==> src/mdc_pkg.sv <==
`timescale 1ns / 1ps
// ----------------------------------------------------------------------------
// mdc_pkg
// Shared types and constants for the keyed edge duration classifier.
// ----------------------------------------------------------------------------
package mdc_pkg;

	localparam int TimeW  = 32;
	localparam int ThreshW = 16;
	localparam int CfgIdxW = 3;
	localparam int ClassW  = 3;

	// Result classes
	typedef enum logic [ClassW-1:0] {
		CLS_DIT         = 3'd0,
		CLS_DAH         = 3'd1,
		CLS_ELEMENT_GAP = 3'd2,
		CLS_LETTER_GAP  = 3'd3,
		CLS_WORD_GAP    = 3'd4,
		CLS_NOISE       = 3'd5
	} symbol_class_t;

	// Register indexes
	typedef enum logic [CfgIdxW-1:0] {
		REG_ONE_UNIT_MIN   = 3'd0,
		REG_ONE_UNIT_MAX   = 3'd1,
		REG_THREE_UNIT_MIN = 3'd2,
		REG_THREE_UNIT_MAX = 3'd3,
		REG_SEVEN_UNIT_MIN = 3'd4
	} cfg_idx_t;

	// Register reset values
	localparam logic [ThreshW-1:0] ONE_UNIT_MIN_RST   = 16'd50;
	localparam logic [ThreshW-1:0] ONE_UNIT_MAX_RST   = 16'd150;
	localparam logic [ThreshW-1:0] THREE_UNIT_MIN_RST = 16'd250;
	localparam logic [ThreshW-1:0] THREE_UNIT_MAX_RST = 16'd450;
	localparam logic [ThreshW-1:0] SEVEN_UNIT_MIN_RST = 16'd600;

	// Threshold set handed to the classifier
	typedef struct packed {
		logic [ThreshW-1:0] one_unit_min;
		logic [ThreshW-1:0] one_unit_max;
		logic [ThreshW-1:0] three_unit_min;
		logic [ThreshW-1:0] three_unit_max;
		logic [ThreshW-1:0] seven_unit_min;
	} cfg_t;

	// Classifier verdict for one sample
	typedef struct packed {
		logic          is_edge;
		symbol_class_t cls;
		logic [TimeW-1:0] duration;
	} result_t;

endpackage

==> src/mdc_cfg_regs.sv <==
`timescale 1ns / 1ps
// ----------------------------------------------------------------------------
// mdc_cfg_regs
// Threshold register file, written through a plain write port.
// ----------------------------------------------------------------------------
module mdc_cfg_regs
	import mdc_pkg::*;
(
	input  logic               clk,
	input  logic               arst_n,
	input  logic               cfg_we,
	input  logic [CfgIdxW-1:0] cfg_index,
	input  logic [ThreshW-1:0] cfg_wdata,
	output cfg_t               cfg
);

	cfg_t cfg_q;

	// Register writes; unknown indexes are dropped
	always_ff @(posedge clk or negedge arst_n) begin
		if (!arst_n) begin
			cfg_q.one_unit_min   <= ONE_UNIT_MIN_RST;
			cfg_q.one_unit_max   <= ONE_UNIT_MAX_RST;
			cfg_q.three_unit_min <= THREE_UNIT_MIN_RST;
			cfg_q.three_unit_max <= THREE_UNIT_MAX_RST;
			cfg_q.seven_unit_min <= SEVEN_UNIT_MIN_RST;
		end else if (cfg_we) begin
			case (cfg_index)
				REG_ONE_UNIT_MIN:   cfg_q.one_unit_min   <= cfg_wdata;
				REG_ONE_UNIT_MAX:   cfg_q.one_unit_max   <= cfg_wdata;
				REG_THREE_UNIT_MIN: cfg_q.three_unit_min <= cfg_wdata;
				REG_THREE_UNIT_MAX: cfg_q.three_unit_max <= cfg_wdata;
				REG_SEVEN_UNIT_MIN: cfg_q.seven_unit_min <= cfg_wdata;
				default: ;
			endcase
		end
	end

	assign cfg = cfg_q;

endmodule

==> src/mdc_classify.sv <==
`timescale 1ns / 1ps
// ----------------------------------------------------------------------------
// mdc_classify
// Edge detect, elapsed time and window compare for one sample.
// ----------------------------------------------------------------------------
module mdc_classify
	import mdc_pkg::*;
(
	input  logic             level,
	input  logic [TimeW-1:0] timestamp,
	input  logic             last_level,
	input  logic [TimeW-1:0] last_edge_time,
	input  cfg_t             cfg,
	output result_t          result
);

	logic [TimeW-1:0] dur;
	logic             in_one;
	logic             in_three;
	logic             word_gap;

	// Elapsed time wraps modulo 2^32
	assign dur = timestamp - last_edge_time;

	// Window tests against zero-extended thresholds
	assign in_one   = ({{(TimeW-ThreshW){1'b0}}, cfg.one_unit_min} <= dur) &&
	                  (dur <= {{(TimeW-ThreshW){1'b0}}, cfg.one_unit_max});
	assign in_three = ({{(TimeW-ThreshW){1'b0}}, cfg.three_unit_min} <= dur) &&
	                  (dur <= {{(TimeW-ThreshW){1'b0}}, cfg.three_unit_max});
	assign word_gap = dur >= {{(TimeW-ThreshW){1'b0}}, cfg.seven_unit_min};

	// Priority select: longest class first
	always_comb begin
		result.is_edge  = level ^ last_level;
		result.duration = dur;
		if (level) begin
			if (word_gap)      result.cls = CLS_WORD_GAP;
			else if (in_three) result.cls = CLS_LETTER_GAP;
			else if (in_one)   result.cls = CLS_ELEMENT_GAP;
			else               result.cls = CLS_NOISE;
		end else begin
			if (in_three)      result.cls = CLS_DAH;
			else if (in_one)   result.cls = CLS_DIT;
			else               result.cls = CLS_NOISE;
		end
	end

endmodule

==> src/morse_edge_duration_classifier_core.sv <==
`timescale 1ns / 1ps
// ----------------------------------------------------------------------------
// morse_edge_duration_classifier_core
// Classifies on and off durations of a keyed level into dits, dahs and gaps.
// ----------------------------------------------------------------------------
// Usage:
//   Input channel (in_valid/in_stall) carries one sample: level and a
//   millisecond timestamp. Output channel (out_valid/out_stall) carries one
//   result per level edge: symbol_class and duration since the previous edge.
//   Samples that repeat the previous level produce nothing.
//   A sample lands in an input register; combinational compare and subtract
//   logic fills the result register, and out_valid rises when the sample
//   moves into it. Throughput is one sample per cycle while out_stall is low,
//   set by the single subtract/compare path between the two registers.
//   While the receiver stalls, the result register holds and one more sample
//   can wait in the input register; in_stall rises only when both are full.
//   Thresholds are written through cfg_we/cfg_index/cfg_wdata while idle.
//   Reset clears the held level to off, the edge time to zero and the
//   thresholds to 50/150/250/450/600 ms; both registers come up empty.
// ----------------------------------------------------------------------------
module morse_edge_duration_classifier_core
	import mdc_pkg::*;
(
	input  logic               clk,
	input  logic               arst_n,
	// sample channel
	input  logic               in_valid,
	output logic               in_stall,
	input  logic               level,
	input  logic [TimeW-1:0]   timestamp,
	// result channel
	output logic               out_valid,
	input  logic               out_stall,
	output logic [ClassW-1:0]  symbol_class,
	output logic [TimeW-1:0]   duration,
	// threshold write port
	input  logic               cfg_we,
	input  logic [CfgIdxW-1:0] cfg_index,
	input  logic [ThreshW-1:0] cfg_wdata
);

	cfg_t             cfg;
	result_t          res;
	logic             valid_s1;
	logic             level_s1;
	logic [TimeW-1:0] timestamp_s1;
	logic             valid_s2;
	symbol_class_t    cls_s2;
	logic [TimeW-1:0] duration_s2;
	logic             last_level_q;
	logic [TimeW-1:0] last_edge_time_q;
	logic             advance;

	mdc_cfg_regs u_cfg (
		.clk       (clk),
		.arst_n    (arst_n),
		.cfg_we    (cfg_we),
		.cfg_index (cfg_index),
		.cfg_wdata (cfg_wdata),
		.cfg       (cfg)
	);

	mdc_classify u_classify (
		.level          (level_s1),
		.timestamp      (timestamp_s1),
		.last_level     (last_level_q),
		.last_edge_time (last_edge_time_q),
		.cfg            (cfg),
		.result         (res)
	);

	// Stage 1 moves on whenever the result register is free or draining
	assign advance  = !valid_s2 || !out_stall;
	assign in_stall = valid_s1 && !advance;

	// Input register
	always_ff @(posedge clk or negedge arst_n) begin
		if (!arst_n) begin
			valid_s1 <= 1'b0;
		end else if (!in_stall) begin
			valid_s1 <= in_valid;
		end
	end

	always_ff @(posedge clk) begin
		if (!in_stall && in_valid) begin
			level_s1     <= level;
			timestamp_s1 <= timestamp;
		end
	end

	// Edge state, updated as an edge sample leaves stage 1
	always_ff @(posedge clk or negedge arst_n) begin
		if (!arst_n) begin
			last_level_q     <= 1'b0;
			last_edge_time_q <= '0;
		end else if (valid_s1 && advance && res.is_edge) begin
			last_level_q     <= level_s1;
			last_edge_time_q <= timestamp_s1;
		end
	end

	// Result register
	always_ff @(posedge clk or negedge arst_n) begin
		if (!arst_n) begin
			valid_s2 <= 1'b0;
		end else if (advance) begin
			valid_s2 <= valid_s1 && res.is_edge;
		end
	end

	always_ff @(posedge clk) begin
		if (advance && valid_s1 && res.is_edge) begin
			cls_s2      <= res.cls;
			duration_s2 <= res.duration;
		end
	end

	assign out_valid    = valid_s2;
	assign symbol_class = cls_s2;
	assign duration     = duration_s2;

	// Checks
	a_stall_needs_item: assert property (@(posedge clk) disable iff (!arst_n)
		in_stall |-> valid_s1 && valid_s2)
		else $error("input stalled without both registers full");

	a_class_range: assert property (@(posedge clk) disable iff (!arst_n)
		out_valid |-> (symbol_class <= CLS_NOISE))
		else $error("result class out of range");

	a_edge_time: assert property (@(posedge clk) disable iff (!arst_n)
		valid_s1 && advance && res.is_edge |=>
			last_edge_time_q == $past(timestamp_s1) && last_level_q == $past(level_s1))
		else $error("edge state not taken from the edge sample");

endmodule
==> config.mk <==
export PLATFORM = sky130hd
export DESIGN_NAME = morse_edge_duration_classifier_core
export DESIGN_NICKNAME = d
export VERILOG_FILES = /design/src/mdc_pkg.sv /design/src/mdc_cfg_regs.sv /design/src/mdc_classify.sv /design/src/morse_edge_duration_classifier_core.sv
export SDC_FILE = /design/constraint.sdc
export NUM_CORES = 1
export LEC_CHECK = 0
export ABC_AREA = 1
export BUFFER_PORTS_ARGS = -buffer_cell sky130_fd_sc_hd__clkbuf_2
export CELL_PAD_IN_SITES_DETAIL_PLACEMENT = 0
export CELL_PAD_IN_SITES_GLOBAL_PLACEMENT = 1
export CORE_ASPECT_RATIO = 1.4
export CORE_MARGIN = 3
export CORE_UTILIZATION = 40
export DETAILED_ROUTE_END_ITERATION = 16
export PLACE_DENSITY_LB_ADDON = 0.1
export SLEW_MARGIN = 10
export SYNTH_ARGS = -nofsm -noshare
export SYNTH_HDL_FRONTEND = slang
export SYNTH_SLANG_ARGS = --single-unit
==> constraint.sdc <==
create_clock -name clk -period 7.63 [get_ports clk]
set_clock_uncertainty 0.15 [all_clocks]
set_input_delay 1.1445 -clock clk [delete_from_list [all_inputs] [get_ports clk]]
set_output_delay 1.1445 -clock clk [all_outputs]
set_load 0.02 [all_outputs]
==> impl_metrics.py <==
metrics = {
    "run_status": {
        "run_status": "complete, no violations",
    },
    "logic_synthesis": {
        "mappedNetlistArea_mm2": 0.01085,
        "synth_sequential_area_ratio": 0.4557,
        "ys.warnings.count": 0,
        "register_bit_total_from_synthesis": 183,
        "proportion_of_synthesized_flip_flops_having_asynchronous_set_or_reset": 0.6284,
        "post_synth_inst_count": 1346,
        "synth_enable_flop_cells": 68,
        "synth_fp_nets": 1510,
        "post_synth.cell_area_avg_um2": 8.064,
        "synth_cell_type_count": 34,
        "synth-main-ff-cell": "sky130_fd_sc_hd__dfrtp_1",
    },
    "grt": {
        "grt_pass1_vias": 8711,
        "groute.usage.overall": 0.2019,
        "global_route.usage.met2": 0.3976,
        "gr-usage-met1": 0.2219,
        "grt_max_degree": 97,
        "grt.overflow.total": 0,
        "global_route.usage.met3": 0.03049,
        "grt.busiest_layer": "met2",
        "wire_length_of_the_first_global_routing_pass_um": 45930,
        "grt_antenna_before_repair": 0,
    },
    "detailed_routing": {
        "viasPerCell": 4.663,
        "initial_drc_count": 461,
        "detailedRoute.firstPassIterationCount": 5,
        "route.final.wire_length_um": 28490,
        "routed_antenna_nets": 0,
        "routedWlPerCell_um": 15.68,
        "via_count": 8472,
        "drc": 0,
    },
    "clocking": {
        "clk_root_buffer_cell": "sky130_fd_sc_hd__clkbuf_16",
        "cts_tree": "yes",
        "path_clk_slew_ns": 0.07,
        "cts_max_level": 4,
        "cts.sinks": 183,
        "cts-buffers-inserted": 17,
        "clock_tree.buffer_depth": 2,
        "postCtsResizedCells": 0,
        "ctsHoldBuffers": 0,
        "clk_latency_ns": 0.44,
        "postCtsSetupBuffers": 0,
    },
    "floorplanning": {
        "start_util": 0.4104,
        "ios": 94,
        "core_area_mm2": 0.02645,
        "die_outline_height_um": 200.9,
        "row_count": 70,
        "chipWidth_um": 145.2,
        "die_area_mm2": 0.02918,
    },
    "cells_and_area": {
        "drive_gt1_frac": 0.1229,
        "multi_input_comb_area_mm2": 0.004842,
        "fin_cells": 1817,
        "insertedDiodeCount": 0,
        "seq_area_mm2": 0.004946,
        "flow.area_growth_from_synthesis_pct": 13.65,
        "final_net_count": 1608,
        "nFillCells": 2771,
    },
    "timing": {
        "setup-violations-final": 0,
        "fin_crit_sh": 0.5333,
        "rsz0062_at_grt": "no",
        "timing_worst_slew_pin_value_ns": 1.038,
        "fin_crit_ns": 4.069,
        "hold_viol": 0,
        "totalNegativeSetupSlack_ns": 0,
        "max_slew_margin": 0.3061,
        "maxClockFrequency_ghz": 0.2457,
        "drv_slew": 0,
    },
    "power": {
        "worst_ir_drop_on_vdd_uv": 198.3,
        "power.switching_mw": 2.606,
        "share_seq_of_total_power": 0.268,
        "power_per_cell_area_mw_per_mm2": 451.0,
        "power_frac_clock": 0.160,
        "leakage_power_summed_over_all_cells_nw": 6.508,
        "internal_portion_of_total_power_mw": 2.957,
        "switching_share": 0.4684,
        "power.combinational.fraction": 0.572,
    },
    "place": {
        "hpwlAfterDp_um": 22190,
        "dp_cells": 1785,
        "io_buffers": 93,
        "globalplace.congestion": 0.8474,
    },
    "worst_setup_path": {
        "worst_setup_path_end_kind": "flip-flop",
        "cp_max_fo": 5,
        "crit_start": "timestamp_s1[0]",
        "worst_ep_arrival_time_ns": 4.11,
        "reg2reg_to": "symbol_class[2]",
        "critPathRequiredTime_ns": 7.67,
        "number_of_cells_on_the_worst_reg_to_reg_path": 23,
        "critical_path.reg2reg.startpoint": "timestamp_s1[0]",
        "timing.reg2reg.setup_slack_ns": 3.56,
        "worst-setup-path-type": "flip-flop to flip-flop",
        "timing.critical_path.from_type": "flip-flop",
        "endpoint": "symbol_class[2]",
    },
    "job": {
        "max-cap-violations": 0,
    },
    "hold_path": {
        "min_path_type": "flip-flop to flip-flop",
    },
}
[per-stage QoR]
step / util / hold WS, ns / power, mW / setup slack [ns] / cell area [um2]
final: 0.4664 / 0.3330 / 5.563 / 3.561 / 12340
after global routing: 0.4664 / 0.3538 / 6.185 / 3.138 / 12340
after detailed placement: 0.4441 / 0.3226 / 4.716 / 3.519 / 11750
after global placement: 0.4441 / 0.3173 / 4.678 / 3.541 / 11750
after CTS: 0.4664 / 0.3386 / 5.644 / 3.498 / 12340
after floorplan: - / 0.3030 / 3.755 / 4.384 / 10850
[worst min path at each step]
stage	start	to	depth (start not counted)
2_1_floorplan	u_cfg.cfg[10]	u_cfg.cfg[10]	2
3_3_place_gp	u_cfg.cfg[31]	u_cfg.cfg[31]	2
3_5_place_dp	u_cfg.cfg[14]	u_cfg.cfg[14]	2
4_1_cts	u_cfg.cfg[14]	u_cfg.cfg[14]	2
5_1_grt	u_cfg.cfg[17]	u_cfg.cfg[17]	2
6_report	u_cfg.cfg[14]	u_cfg.cfg[14]	2
[flip-flops by register name (all words and copies together), names as in the netlist]
signal            flops
level_s1              1
u_cfg.cfg            80
duration             32
valid_s1              1
last_level_q          1
last_edge_time_q     32
symbol_class          3
timestamp_s1         32
out_valid             1
[power groups by stage]
| stage | clock network [mW] | registers (mW) | logic, mW |
|---|---|---|---|
| 2_1_floorplan | 0 | 1.58 | 2.17 |
| 3_3_place_gp | 0 | 1.51 | 3.17 |
| 3_5_place_dp | 0 | 1.51 | 3.20 |
| 4_1_cts | 0.920 | 1.49 | 3.23 |
| 5_1_grt | 0.963 | 1.52 | 3.70 |
| 6_report | 0.892 | 1.49 | 3.18 |
[layout by cell type (no fill, tap or decap), drive strengths merged]
master | Yosys | final
nand2 | 408 | 408
inv | 262 | 266
o21ai | 132 | 132
clkbuf | 21 | 116
ha | 106 | 106
dfrtp | 94 | 94
nor2 | 74 | 74
edfxtp | 68 | 68
a21oi | 57 | 57
nand3 | 40 | 40
dfstp | 21 | 21
xor2 | 16 | 16
nand4 | 14 | 14
nand3b | 10 | 10
buf | 0 | 8
o21bai | 6 | 6
a21o | 4 | 4
clkinv | 1 | 4
nor3 | 3 | 3
o21a | 2 | 2
and3 | 1 | 1
and2 | 1 | 1
or2 | 1 | 1
a21boi | 1 | 1
xnor2 | 1 | 1
a221oi | 1 | 1
fa | 1 | 1
bufinv | 0 | 1
[synthesized netlist by cell type (2+ instances only)]
cell,instances,area (um2)
sky130_fd_sc_hd__ha_1,106,1326
sky130_fd_sc_hd__nand3_2,4,40.04
sky130_fd_sc_hd__nand3_1,36,180.2
sky130_fd_sc_hd__nor2_1,72,270.3
sky130_fd_sc_hd__nand2_2,14,87.58
sky130_fd_sc_hd__o21bai_1,6,45.04
sky130_fd_sc_hd__clkbuf_1,21,78.83
sky130_fd_sc_hd__nand3b_1,10,75.07
sky130_fd_sc_hd__o21ai_0,132,660.6
sky130_fd_sc_hd__a21oi_1,54,270.3
sky130_fd_sc_hd__a21oi_2,3,26.28
sky130_fd_sc_hd__inv_2,3,11.26
sky130_fd_sc_hd__dfrtp_1,94,2352
sky130_fd_sc_hd__a21o_1,4,30.03
sky130_fd_sc_hd__nand4_1,14,87.58
sky130_fd_sc_hd__xor2_1,16,140.1
sky130_fd_sc_hd__nor3_1,2,10.01
sky130_fd_sc_hd__edfxtp_1,68,2042
sky130_fd_sc_hd__inv_1,259,972.2
sky130_fd_sc_hd__nand2_1,393,1475
sky130_fd_sc_hd__dfstp_2,21,551.8
sky130_fd_sc_hd__o21a_1,2,15.01
[critical path: stages (launching register included)]
cell                       delay, ns
sky130_fd_sc_hd__edfxtp_1       0.35
sky130_fd_sc_hd__inv_1          0.07
sky130_fd_sc_hd__ha_1           0.14
sky130_fd_sc_hd__inv_1          0.08
sky130_fd_sc_hd__fa_1           0.42
sky130_fd_sc_hd__nand3_1        0.12
sky130_fd_sc_hd__nand3_2        0.10
sky130_fd_sc_hd__nand2_1        0.08
sky130_fd_sc_hd__nand2_1        0.07
sky130_fd_sc_hd__nand2_1        0.10
sky130_fd_sc_hd__nand2_2        0.11
sky130_fd_sc_hd__xor2_1         0.50
sky130_fd_sc_hd__inv_1          0.16
sky130_fd_sc_hd__ha_1           0.31
sky130_fd_sc_hd__nand2_1        0.05
sky130_fd_sc_hd__inv_1          0.05
sky130_fd_sc_hd__nand3_1        0.12
sky130_fd_sc_hd__nor2_1         0.12
sky130_fd_sc_hd__nand4_1        0.16
sky130_fd_sc_hd__nand3b_1       0.19
sky130_fd_sc_hd__nand2_1        0.12
sky130_fd_sc_hd__nand3_1        0.11
sky130_fd_sc_hd__nand2_1        0.08
sky130_fd_sc_hd__nand2_1        0.06
[logic make-up after synthesis]
logic type	share of synthesized area
flip-flops	0.4557
XOR/XNOR	0.01372
AND/OR/NAND/NOR	0.2104
AO/OA/AOI/OAI	0.09798
buffers and inverters	0.09821
adder cells (fa/ha/maj)	0.1240
[per-layer routing]
metal  share of wire  routed length, um
met2            0.56              15810
met5               0                  0
met4           0.021                589
met3           0.021                602
met1            0.40              11480
[layout make-up]
| type | count | share of cell area |
|---|---|---|
| tap | 360 | 0.03651 |
| sequential | 183 | 0.4010 |
| clock buffer | 24 | 0.04077 |
| inverter | 263 | 0.08013 |
| timing repair buffer | 100 | 0.04219 |
| clock inverter | 8 | 0.006897 |
| multi-input combinational | 879 | 0.3925 |
(Power assumes the default switching activity.)
